$ cat src/rtl/sdcd_pkg.sv
`timescale 1ns / 1ps
package sdcd_pkg;

  localparam int unsigned MAX_SERIAL_DAYS = 65536;
  localparam int unsigned SERIAL_W = 20;
  localparam int unsigned LIMIT_W = 21;

  localparam logic [12:0] EPOCH_YEAR = 13'd1900;
  localparam logic [5:0] EPOCH_CENT = 6'd19;
  localparam logic [3:0] MONTHS_PER_YEAR = 4'd12;
  localparam logic [12:0] YEAR_LIMIT = 13'd4095;
  localparam logic [19:0] YEARS_PER_CENT = 20'd100;

  localparam logic [1:0] ST_VALID = 2'd0;
  localparam logic [1:0] ST_INVALID = 2'd1;
  localparam logic [1:0] ST_TOO_BIG = 2'd2;

  typedef struct packed {
    logic [19:0] serial_day;
    logic [11:0] given_year;
    logic [3:0]  given_month;
    logic [5:0]  given_day;
  } req_t;

  typedef struct packed {
    logic [4:0]  out_day;
    logic [3:0]  out_month;
    logic [11:0] out_year;
    logic [1:0]  status;
  } res_t;

  typedef struct packed {
    logic [1:0] year_lo;
    logic [5:0] cent_q;
    logic [11:0] cent_r;
    logic [3:0] month;
  } cal_in_t;

  function automatic logic [4:0] month_len(input logic [3:0] m, input logic leap);
    logic [4:0] n;
    case (m) inside
      4'd2: n = leap ? 5'd29 : 5'd28;
      4'd4, 4'd6, 4'd9, 4'd11: n = 5'd30;
      default: n = 5'd31;
    endcase
    return n;
  endfunction

endpackage

$ cat src/rtl/sdcd_alu.sv
`timescale 1ns / 1ps
module sdcd_alu (
  input  logic [sdcd_pkg::SERIAL_W-1:0] a,
  input  logic [sdcd_pkg::SERIAL_W-1:0] b,
  output logic [sdcd_pkg::SERIAL_W-1:0] diff,
  output logic                          lt
);
  import sdcd_pkg::*;

  logic [SERIAL_W:0] wide;

  assign wide = {1'b0, a} - {1'b0, b};
  assign diff = wide[SERIAL_W-1:0];
  assign lt = wide[SERIAL_W];

endmodule

$ cat src/rtl/sdcd_cal.sv
`timescale 1ns / 1ps
module sdcd_cal (
  input  sdcd_pkg::cal_in_t cal,
  output logic [4:0]        len
);
  import sdcd_pkg::*;

  logic leap;

  // year = 100*cent_q + cent_r
  assign leap = (cal.year_lo == 2'd0 && cal.cent_r != 12'd0) ||
                (cal.cent_r == 12'd0 && cal.cent_q[1:0] == 2'd0);
  assign len = month_len(cal.month, leap);

endmodule

$ cat src/rtl/serial_day_to_calendar_date_core.sv
`timescale 1ns / 1ps
// Serial day count to calendar date converter.
// Request channel: req_valid / req_stall / req_data. A request is taken when
// req_valid is high and req_stall low; req_stall is high while a request is
// in work, so one request is handled at a time.
// Result channel: res_valid / res_stall / res_data, one result per request,
// held in an output register until taken.
// A serial from 2 to 65535 walks whole months from January 1900 through
// one shared subtractor, one month per cycle.
// A zero serial reduces the given year by 100 per cycle to find its century,
// then checks the day.
// Out-of-range serials and serial one go straight to the finish state.
// The next request is taken as soon as the result is loaded into the output
// register; a stalled result holds and blocks only the completion of the
// following request.
// Reset (rst, synchronous) drops res_valid and returns the sequencer to idle.
module serial_day_to_calendar_date_core (
  input  logic             clk,
  input  logic             rst,
  input  logic             req_valid,
  output logic             req_stall,
  input  sdcd_pkg::req_t   req_data,
  output logic             res_valid,
  input  logic             res_stall,
  output sdcd_pkg::res_t   res_data
);
  import sdcd_pkg::*;

  typedef enum logic [4:0] {
    S_IDLE   = 5'b00001,
    S_DIV    = 5'b00010,
    S_CHECK  = 5'b00100,
    S_WALK   = 5'b01000,
    S_FINISH = 5'b10000
  } state_t;

  state_t state, state_next;

  logic [12:0] year, year_next;
  logic [3:0]  month, month_next;
  logic [5:0]  day, day_next;
  logic [19:0] rest, rest_next;
  logic [5:0]  cent_q, cent_q_next;
  logic [11:0] cent_r, cent_r_next;
  logic [1:0]  st, st_next;

  logic [19:0] alu_a, alu_b, alu_diff;
  logic        alu_lt;
  logic [4:0]  len;
  cal_in_t     cal;
  logic        take, load;
  logic [1:0]  st_final;

  assign req_stall = (state != S_IDLE);
  assign take = req_valid && (state == S_IDLE);
  assign load = (state == S_FINISH) && (!res_valid || !res_stall);

  assign cal = '{year_lo: year[1:0], cent_q: cent_q, cent_r: cent_r, month: month};

  sdcd_cal u_cal (
    .cal (cal),
    .len (len)
  );

  always_comb begin
    unique case (state)
      S_DIV: begin
        alu_a = {8'd0, cent_r};
        alu_b = YEARS_PER_CENT;
      end
      S_CHECK: begin
        alu_a = {15'd0, len};
        alu_b = {14'd0, day};
      end
      S_WALK: begin
        alu_a = rest;
        alu_b = {15'd0, len};
      end
      default: begin
        alu_a = req_data.serial_day;
        alu_b = 20'd2;
      end
    endcase
  end

  sdcd_alu u_alu (
    .a    (alu_a),
    .b    (alu_b),
    .diff (alu_diff),
    .lt   (alu_lt)
  );

  always_comb begin
    state_next = state;
    year_next = year;
    month_next = month;
    day_next = day;
    rest_next = rest;
    cent_q_next = cent_q;
    cent_r_next = cent_r;
    st_next = st;
    unique case (state)
      S_IDLE: begin
        if (take) begin
          st_next = ST_VALID;
          if (req_data.serial_day != 20'd0) begin
            if ({1'b0, req_data.serial_day} >= LIMIT_W'(MAX_SERIAL_DAYS)) begin
              st_next = ST_TOO_BIG;
              state_next = S_FINISH;
            end else if (alu_lt) begin
              st_next = ST_INVALID;
              state_next = S_FINISH;
            end else begin
              rest_next = alu_diff;
              year_next = EPOCH_YEAR;
              month_next = 4'd1;
              cent_q_next = EPOCH_CENT;
              cent_r_next = 12'd0;
              state_next = S_WALK;
            end
          end else begin
            year_next = {1'b0, req_data.given_year};
            month_next = req_data.given_month;
            day_next = req_data.given_day;
            cent_q_next = 6'd0;
            cent_r_next = req_data.given_year;
            state_next = S_DIV;
          end
        end
      end
      S_DIV: begin
        if (alu_lt) begin
          state_next = S_CHECK;
        end else begin
          cent_r_next = alu_diff[11:0];
          cent_q_next = cent_q + 6'd1;
        end
      end
      S_CHECK: begin
        state_next = S_FINISH;
        if (month == 4'd0 || month > MONTHS_PER_YEAR || day == 6'd0) begin
          st_next = ST_INVALID;
        end else if (alu_lt) begin
          day_next = 6'd1;
          if (month == MONTHS_PER_YEAR) begin
            month_next = 4'd1;
            year_next = year + 13'd1;
          end else begin
            month_next = month + 4'd1;
          end
        end
      end
      S_WALK: begin
        if (alu_lt) begin
          day_next = {1'b0, rest[4:0]} + 6'd1;
          state_next = S_FINISH;
        end else begin
          rest_next = alu_diff;
          if (month == MONTHS_PER_YEAR) begin
            month_next = 4'd1;
            year_next = year + 13'd1;
            if (cent_r == 12'd99) begin
              cent_r_next = 12'd0;
              cent_q_next = cent_q + 6'd1;
            end else begin
              cent_r_next = cent_r + 12'd1;
            end
          end else begin
            month_next = month + 4'd1;
          end
        end
      end
      S_FINISH: begin
        if (load) begin
          state_next = S_IDLE;
        end
      end
      default: state_next = S_IDLE;
    endcase
  end

  assign st_final = (st == ST_VALID && year > YEAR_LIMIT) ? ST_INVALID : st;

  always_ff @(posedge clk) begin
    if (rst) begin
      state <= S_IDLE;
      res_valid <= 1'b0;
    end else begin
      state <= state_next;
      if (load) begin
        res_valid <= 1'b1;
      end else if (!res_stall) begin
        res_valid <= 1'b0;
      end
    end
  end

  always_ff @(posedge clk) begin
    year <= year_next;
    month <= month_next;
    day <= day_next;
    rest <= rest_next;
    cent_q <= cent_q_next;
    cent_r <= cent_r_next;
    st <= st_next;
    if (load) begin
      res_data.status <= st_final;
      if (st_final == ST_VALID) begin
        res_data.out_day <= day[4:0];
        res_data.out_month <= month;
        res_data.out_year <= year[11:0];
      end else begin
        res_data.out_day <= 5'd0;
        res_data.out_month <= 4'd0;
        res_data.out_year <= 12'd0;
      end
    end
  end

endmodule

$ cat config.mk
export PLATFORM = sky130hd
export DESIGN_NAME = serial_day_to_calendar_date_core
export DESIGN_NICKNAME = d
export VERILOG_FILES = /design/src/rtl/sdcd_pkg.sv /design/src/rtl/sdcd_alu.sv /design/src/rtl/sdcd_cal.sv /design/src/rtl/serial_day_to_calendar_date_core.sv
export SDC_FILE = /design/constraint.sdc
export NUM_CORES = 1
export LEC_CHECK = 0
export ABC_AREA = 1
export BUFFER_PORTS_ARGS = -buffer_cell sky130_fd_sc_hd__buf_2
export CORE_MARGIN = 5
export CORE_UTILIZATION = 59
export CTS_CLUSTER_DIAMETER = 60
export CTS_CLUSTER_SIZE = 28
export DETAILED_ROUTE_END_ITERATION = 16
export GPL_TIMING_DRIVEN = 0
export PLACE_DENSITY_LB_ADDON = 0.2
export SYNTH_ARGS = -nofsm -noshare
export SYNTH_HDL_FRONTEND = slang
export SYNTH_SLANG_ARGS = --single-unit
$ cat constraint.sdc
create_clock -name clk -period 5.5 [get_ports clk]
set_input_delay 1.1 -clock clk [delete_from_list [all_inputs] [get_ports clk]]
set_output_delay 1.1 -clock clk [all_outputs]
set_load 0.02 [all_outputs]
# After elaboration in Yosys (flattened, before gate mapping)
# Cells that the tools add are included.
[op_classes]
n_addsub = 6
n_lt_le_gt_ge = 3
n_eq_ne = 30
muxes = 69
n_reduce_logical = 32
[op_table]
columns = ["cell", "n"]
rows = [
  ["$mux W13", 8],
  ["$mux W12", 8],
  ["$mux W20", 4],
  ["$mux W6", 13],
  ["$pmux W20 S3", 1],
  ["$mux W5", 8],
  ["$pmux W20 S2", 1],
  ["$pmux W13 S3", 1],
  ["$pmux W12 S3", 1],
  ["$pmux W6 S3", 2],
  ["$mux W4", 8],
  ["$pmux W5 S5", 1],
  ["$pmux W7 S3", 1],
  ["$sub A20 B7 Y21", 1],
  ["$ge A20 B17 Y1 const B", 1],
  ["$ne A2 B2 Y1 const B", 10],
  ["$reduce_bool A20 Y1", 1],
  ["$reduce_and A7 Y1", 2],
  ["$add A13 B1 Y13 const B", 1],
  ["$gt A13 B12 Y1 const B", 1],
  ["$add A12 B1 Y12 const B", 1],
  ["$eq A12 B7 Y1 const B", 1],
  ["$eq A4 B4 Y1 const B", 3],
  ["$logic_not A12 Y1", 1],
  ["32 further kinds", 60],
]
[word_totals]
register_bits = 92
input_bits = 46
output_inout_bits = 25
elab_cells = 153

# Longest topological paths before layout
[logic_depth]
depth_word = 12
depth_mapped = 25
mapped_depth_nobuf = 24

# Cells and area by module
# A second synthesis with hierarchy kept.
[hier_totals]
hier_cells = 839
hier_area_um2 = 6429.9
[by_module_without_submodules]
columns = ["mod", "n_inst", "cells_per_inst", "area_per_inst_um2", "seq_area_each_um2"]
rows = [
  ["serial_day_to_calendar_date_core", 1, 551, 4974.8, 2702.6],
  ["sdcd_alu", 1, 258, 1305.0, 0.0],
  ["sdcd_cal", 1, 30, 150.1, 0.0],
]

# Least setup slack after synthesis
# OpenSTA, ideal clock, no wires.
[synth_timing]
path_type = "register to register"
startpoint = "reg cent_r[0] (netlist name)"
endpoint = "reg rest[0] (enable)"
setup_ns = 0.422
t_arrival_ns = 4.144
t_required_ns = 5.078
path_slack_ns = 0.934
stages_incl_launch_ff = 21
path_buffers = 0
period_less_slack_ns = 4.566
path_cell_list = "edfxtp_1 > inv_1 > ha_1 > nand2_1 > nor4_1 > nand4_1 > o211ai_1 > nand2_1 > o21ai_0 > o21ai_0 > ha_1 > fa_1 > nor2_1 > nand2_1 > nand2_1 > o21ai_0 > nand4_2 > nor2_4 > nand2_2 > inv_2 > nor3_1"
[synth_rtl]
columns = ["item", "line_no", "rtl"]
rows = [
  ["to (signal assigned)", "serial_day_to_calendar_date_core.sv:202", "rest <= rest_next;"],
  ["to (decl)", "serial_day_to_calendar_date_core.sv:42", "logic [19:0] rest, rest_next;"],
]

# Worst setup path after layout
[layout_timing]
startpoint = "reg state[1]"
endpoint = "reg year[9] (enable)"
[layout_via]
elab_chain_cells = 5
elab_cells_between_ends = 16
cone_classes = "1 x add/sub; 10 x eq/ne; 2 x mux; 3 x reduce/logical"
[layout_lines]
columns = ["item", "line_no", "rtl"]
rows = [
  ["from (decl)", "serial_day_to_calendar_date_core.sv:37", "state_t state, state_next;"],
  ["from (signal assigned)", "serial_day_to_calendar_date_core.sv:189", "state <= state_next;"],
  ["$eq A5 B4 Y1 (tied with other cells)", "serial_day_to_calendar_date_core.sv:66, serial_day_to_calendar_date_core.sv:102", ""],
  ["$pmux W20 S3 / $pmux W7 S3 (equally long branches)", "serial_day_to_calendar_date_core.sv:66", "unique case (state)"],
  ["$sub A20 B7 Y21", "sdcd_alu.sv:12", "assign wide = {1'b0, a} - {1'b0, b};"],
  ["$ne A3 B3 Y1 (no source line) (tied with other cells)", "n/a", ""],
  ["$reduce_and A7 Y1 (no source line) *", "n/a", ""],
  ["to (signal assigned)", "serial_day_to_calendar_date_core.sv:199", "year <= year_next;"],
  ["to (decl)", "serial_day_to_calendar_date_core.sv:39", "logic [12:0] year, year_next;"],
]
# Mark *: on every way between the ends. The rest lies on a longest branch, timed or not.
# A chain may end at the register's enable or synchronous reset.

==> impl_metrics.toml <==
[status]
status = "finished, final reports clean"

[routing]
drt_iter0_markers = 411
antenna_left = 0
wl_um = 13770
drtPass1Iterations = 4
via_count = 4803
routedWlPerCell_um = 16.31
drc_errors = 0
viasPerCell = 5.691

[clock_network]
insertion_delay_ns = 0.37
cts_root_buf = "clkbuf_8"
hold_buffers = 0
cts_htree_levels = 3
postCtsSetupRepairBufs = 0
clk_path_buf_depth = 2
post_cts_resized = 0
cts-buffers-inserted = 9
clkTransAtPathRegs_ns = 0.09
cts_tree = "yes"
cts_sinks = 88

[job]
cap_violations = 0

[global_routing]
grt_max_degree = 21
grt_use_total = 0.2504
antenna_found_initial = 0
grt_overflow = 0
grt_pass1_vias = 4603
grt_pass1_wl_um = 22230

[worst_setup_path]
ff2ff_setup_slack_ns = 0.48
cp.arrival_ns = 5.01
r2r-start = "state[1]"
cp.required_ns = 5.50
crit_family = "simple AND/OR/NAND/NOR gates"
cp_max_fo = 13
crit_top_cell = "nand2_1"
endpoint_kind = "flip-flop"
cpPeakStageDelay_ns = 0.85
critPathBufInv = 4
cpMaxStageDelayCell = "nor2_1"
startpoint_type = "flip-flop"
crit_chain = "inv_2 -> nand2_1 -> nor2_4 -> o21ai_2 -> buf_2 -> inv_1 -> clkbuf_1 -> o21ai_0 -> ha_1 -> nand2_1 -> nand2_1 -> nand2_1 -> nand2_1 -> o21ai_0 -> nand4_2 -> nor2_4 -> nand2_2 -> o21ai_2 -> nand2_1 -> nor2_1"
crit_type = "flip-flop to flip-flop"
cp-startpoint = "state[1]"

[cells_and_area]
antenna_cells = 0
syn_to_final_growth_pct = 14.68
fillCellCount = 752
mostFrequentLayoutCells = "109 x inv_1, 108 x nand2_1, 82 x edfxtp_1, 80 x nor2_1, 74 x buf_2"
drive_above_1_share = 0.1801
layout_commonest_cell = "inv_1"
nets = 792
final_util = 0.6868

[hold_path]
hp-class = "flip-flop to flip-flop"
holdCritStartpoint = "res_valid"

[sta]
finalCriticalPeriod_ns = 5.016
slew_violations = 0
tightest_slew_ns = 1.122
final_hold_viol_count = 0
fin_crit_sh = 0.9121
rsz0062_at_grt = "no"
max_clock_freq_mhz = 199.3
holdWs_ns = 0.5217
setup_tns_ns = 0
setup_viol = 0
worst_slew_margin_rel = 0.2493
setup_slack_ns = 0.4836
finClkSkew_ns = 0.01264

[synthesis]
ys_ff_latch = 88
synthCells = 645
avgSynthCellArea_um2 = 8.458
synth_nets = 709
syn_area_mm2 = 0.005455
ys_warn_count = 0
ys_types = 49
synth_seq_area_share = 0.4734

[floorplan]
num_io_pins = 71
die_w_um = 106.2
rows = 35
initial_core_util = 0.5989
core_area_mm2 = 0.009109
die_h_um = 106.2
dieArea_mm2 = 0.01127

[placed_design]
numPortBuffers = 70
gp_congestion = 0.8923
pre_cts_ws_ns = 0.5337
dp_hpwl_um = 10970

[power]
leakage_uw = 0.002816
totalPowerFinal_uw = 2720
power-per-cell-area_mw_per_mm2 = 434.8
peakVddDrop_v = 0.0001866
state kept, by name (all words and copies together) (netlist names):
register   count
rest          20
year          13
st             2
day            6
cent_r        12
res_valid      1
cent_q         2
res_data      23
month          4
state          5
cell type report:
cell class / instances / area (µm²) / area share
flip-flops and latches: 88 / 2582 / 0.4128
multi-input cells: 427 / 2374 / 0.3794
inverters: 117 / 439.2 / 0.07020
repair buffers: 72 / 380.4 / 0.06080
clock inverters: 7 / 148.9 / 0.02380
well taps: 111 / 138.9 / 0.02220
clock buffers: 9 / 123.9 / 0.01980
plain buffers: 13 / 68.82 / 0.01100
kinds of logic after synthesis:
group / synth area share
adders and majority gates: 0.04266
and+or+nand+nor: 0.2447
xor gates and xnor gates: 0.03532
DFF: 0.4734
AOI/OAI and AO/OA: 0.1108
buffers and inverters: 0.09312
worst reg2reg max path, cell delays in order, from the launching register on:
cell and delay [ns]:
dfxtp_1 0.35, inv_2 0.08, nand2_1 0.09, nor2_4 0.21, o21ai_2 0.11, buf_2 0.22
inv_1 0.27, clkbuf_1 0.43, o21ai_0 0.24, ha_1 0.40, nand2_1 0.08, nand2_1 0.06
nand2_1 0.06, nand2_1 0.06, o21ai_0 0.24, nand4_2 0.21, nor2_4 0.25, nand2_2 0.15
o21ai_2 0.17, nand2_1 0.08, nor2_1 0.85
through the flow:
step	instances	instance area [µm²]
finish	844	6256
global route	844	6256
CTS	844	6256
detailed placement	828	5983
global placement	826	5944
floorplan	645	5455
path summary, 6_finish.rpt:
check / cells after the start / end
min reg2reg: 2 / res_valid
max: 20 / year[9]
max reg2reg: 20 / year[9]
min: 2 / res_valid
report_power, final:
part	leakage, µW	internal (µW)	total [µW]	switching (µW)
clock	0.000136	354	612	258
combinational	0.00189	284	946	663
sequential	0.000787	1030	1160	127
cells in the mapped netlist, drive strengths merged:
library cell    n  area share
nor3           18       0.017
clkinv          1     0.00069
nand2         115       0.083
clkbuf          5      0.0034
xnor2           8       0.013
or3             1      0.0011
o311ai          2      0.0032
and2            1      0.0011
ha             17       0.039
fa              1      0.0037
o31ai           1      0.0014
a32o            1      0.0018
o221ai          6      0.0096
nand4          15       0.018
a21o            1      0.0014
a221oi          1      0.0016
nand3b          1      0.0014
edfxtp         82        0.45
a21oi          24       0.022
xor2           14       0.022
inv           116       0.080
o32ai           1      0.0016
o21ai          32       0.031
nor2           92       0.074
o211ai          7      0.0096
dfxtp           6       0.022
a211oi          3      0.0041
nand3          41       0.039
a22o            4      0.0064
nor4            5      0.0069
a31oi           1      0.0011
a22oi           3      0.0041
a32oi           2      0.0032
or2             2      0.0023
o22ai           7      0.0080
buf             8      0.0092
per-layer routing:
metal | track usage | vias up | wire length, µm
met4 | 0.09898 | 0 | 369
met5 | 0 | - | 0
li1 | - | 2348 | -
met1 | 0.3184 | 2236 | 5786
met3 | 0.04007 | 24 | 934
met2 | 0.4271 | 195 | 6675
Power figures use the tool's default switching activity.
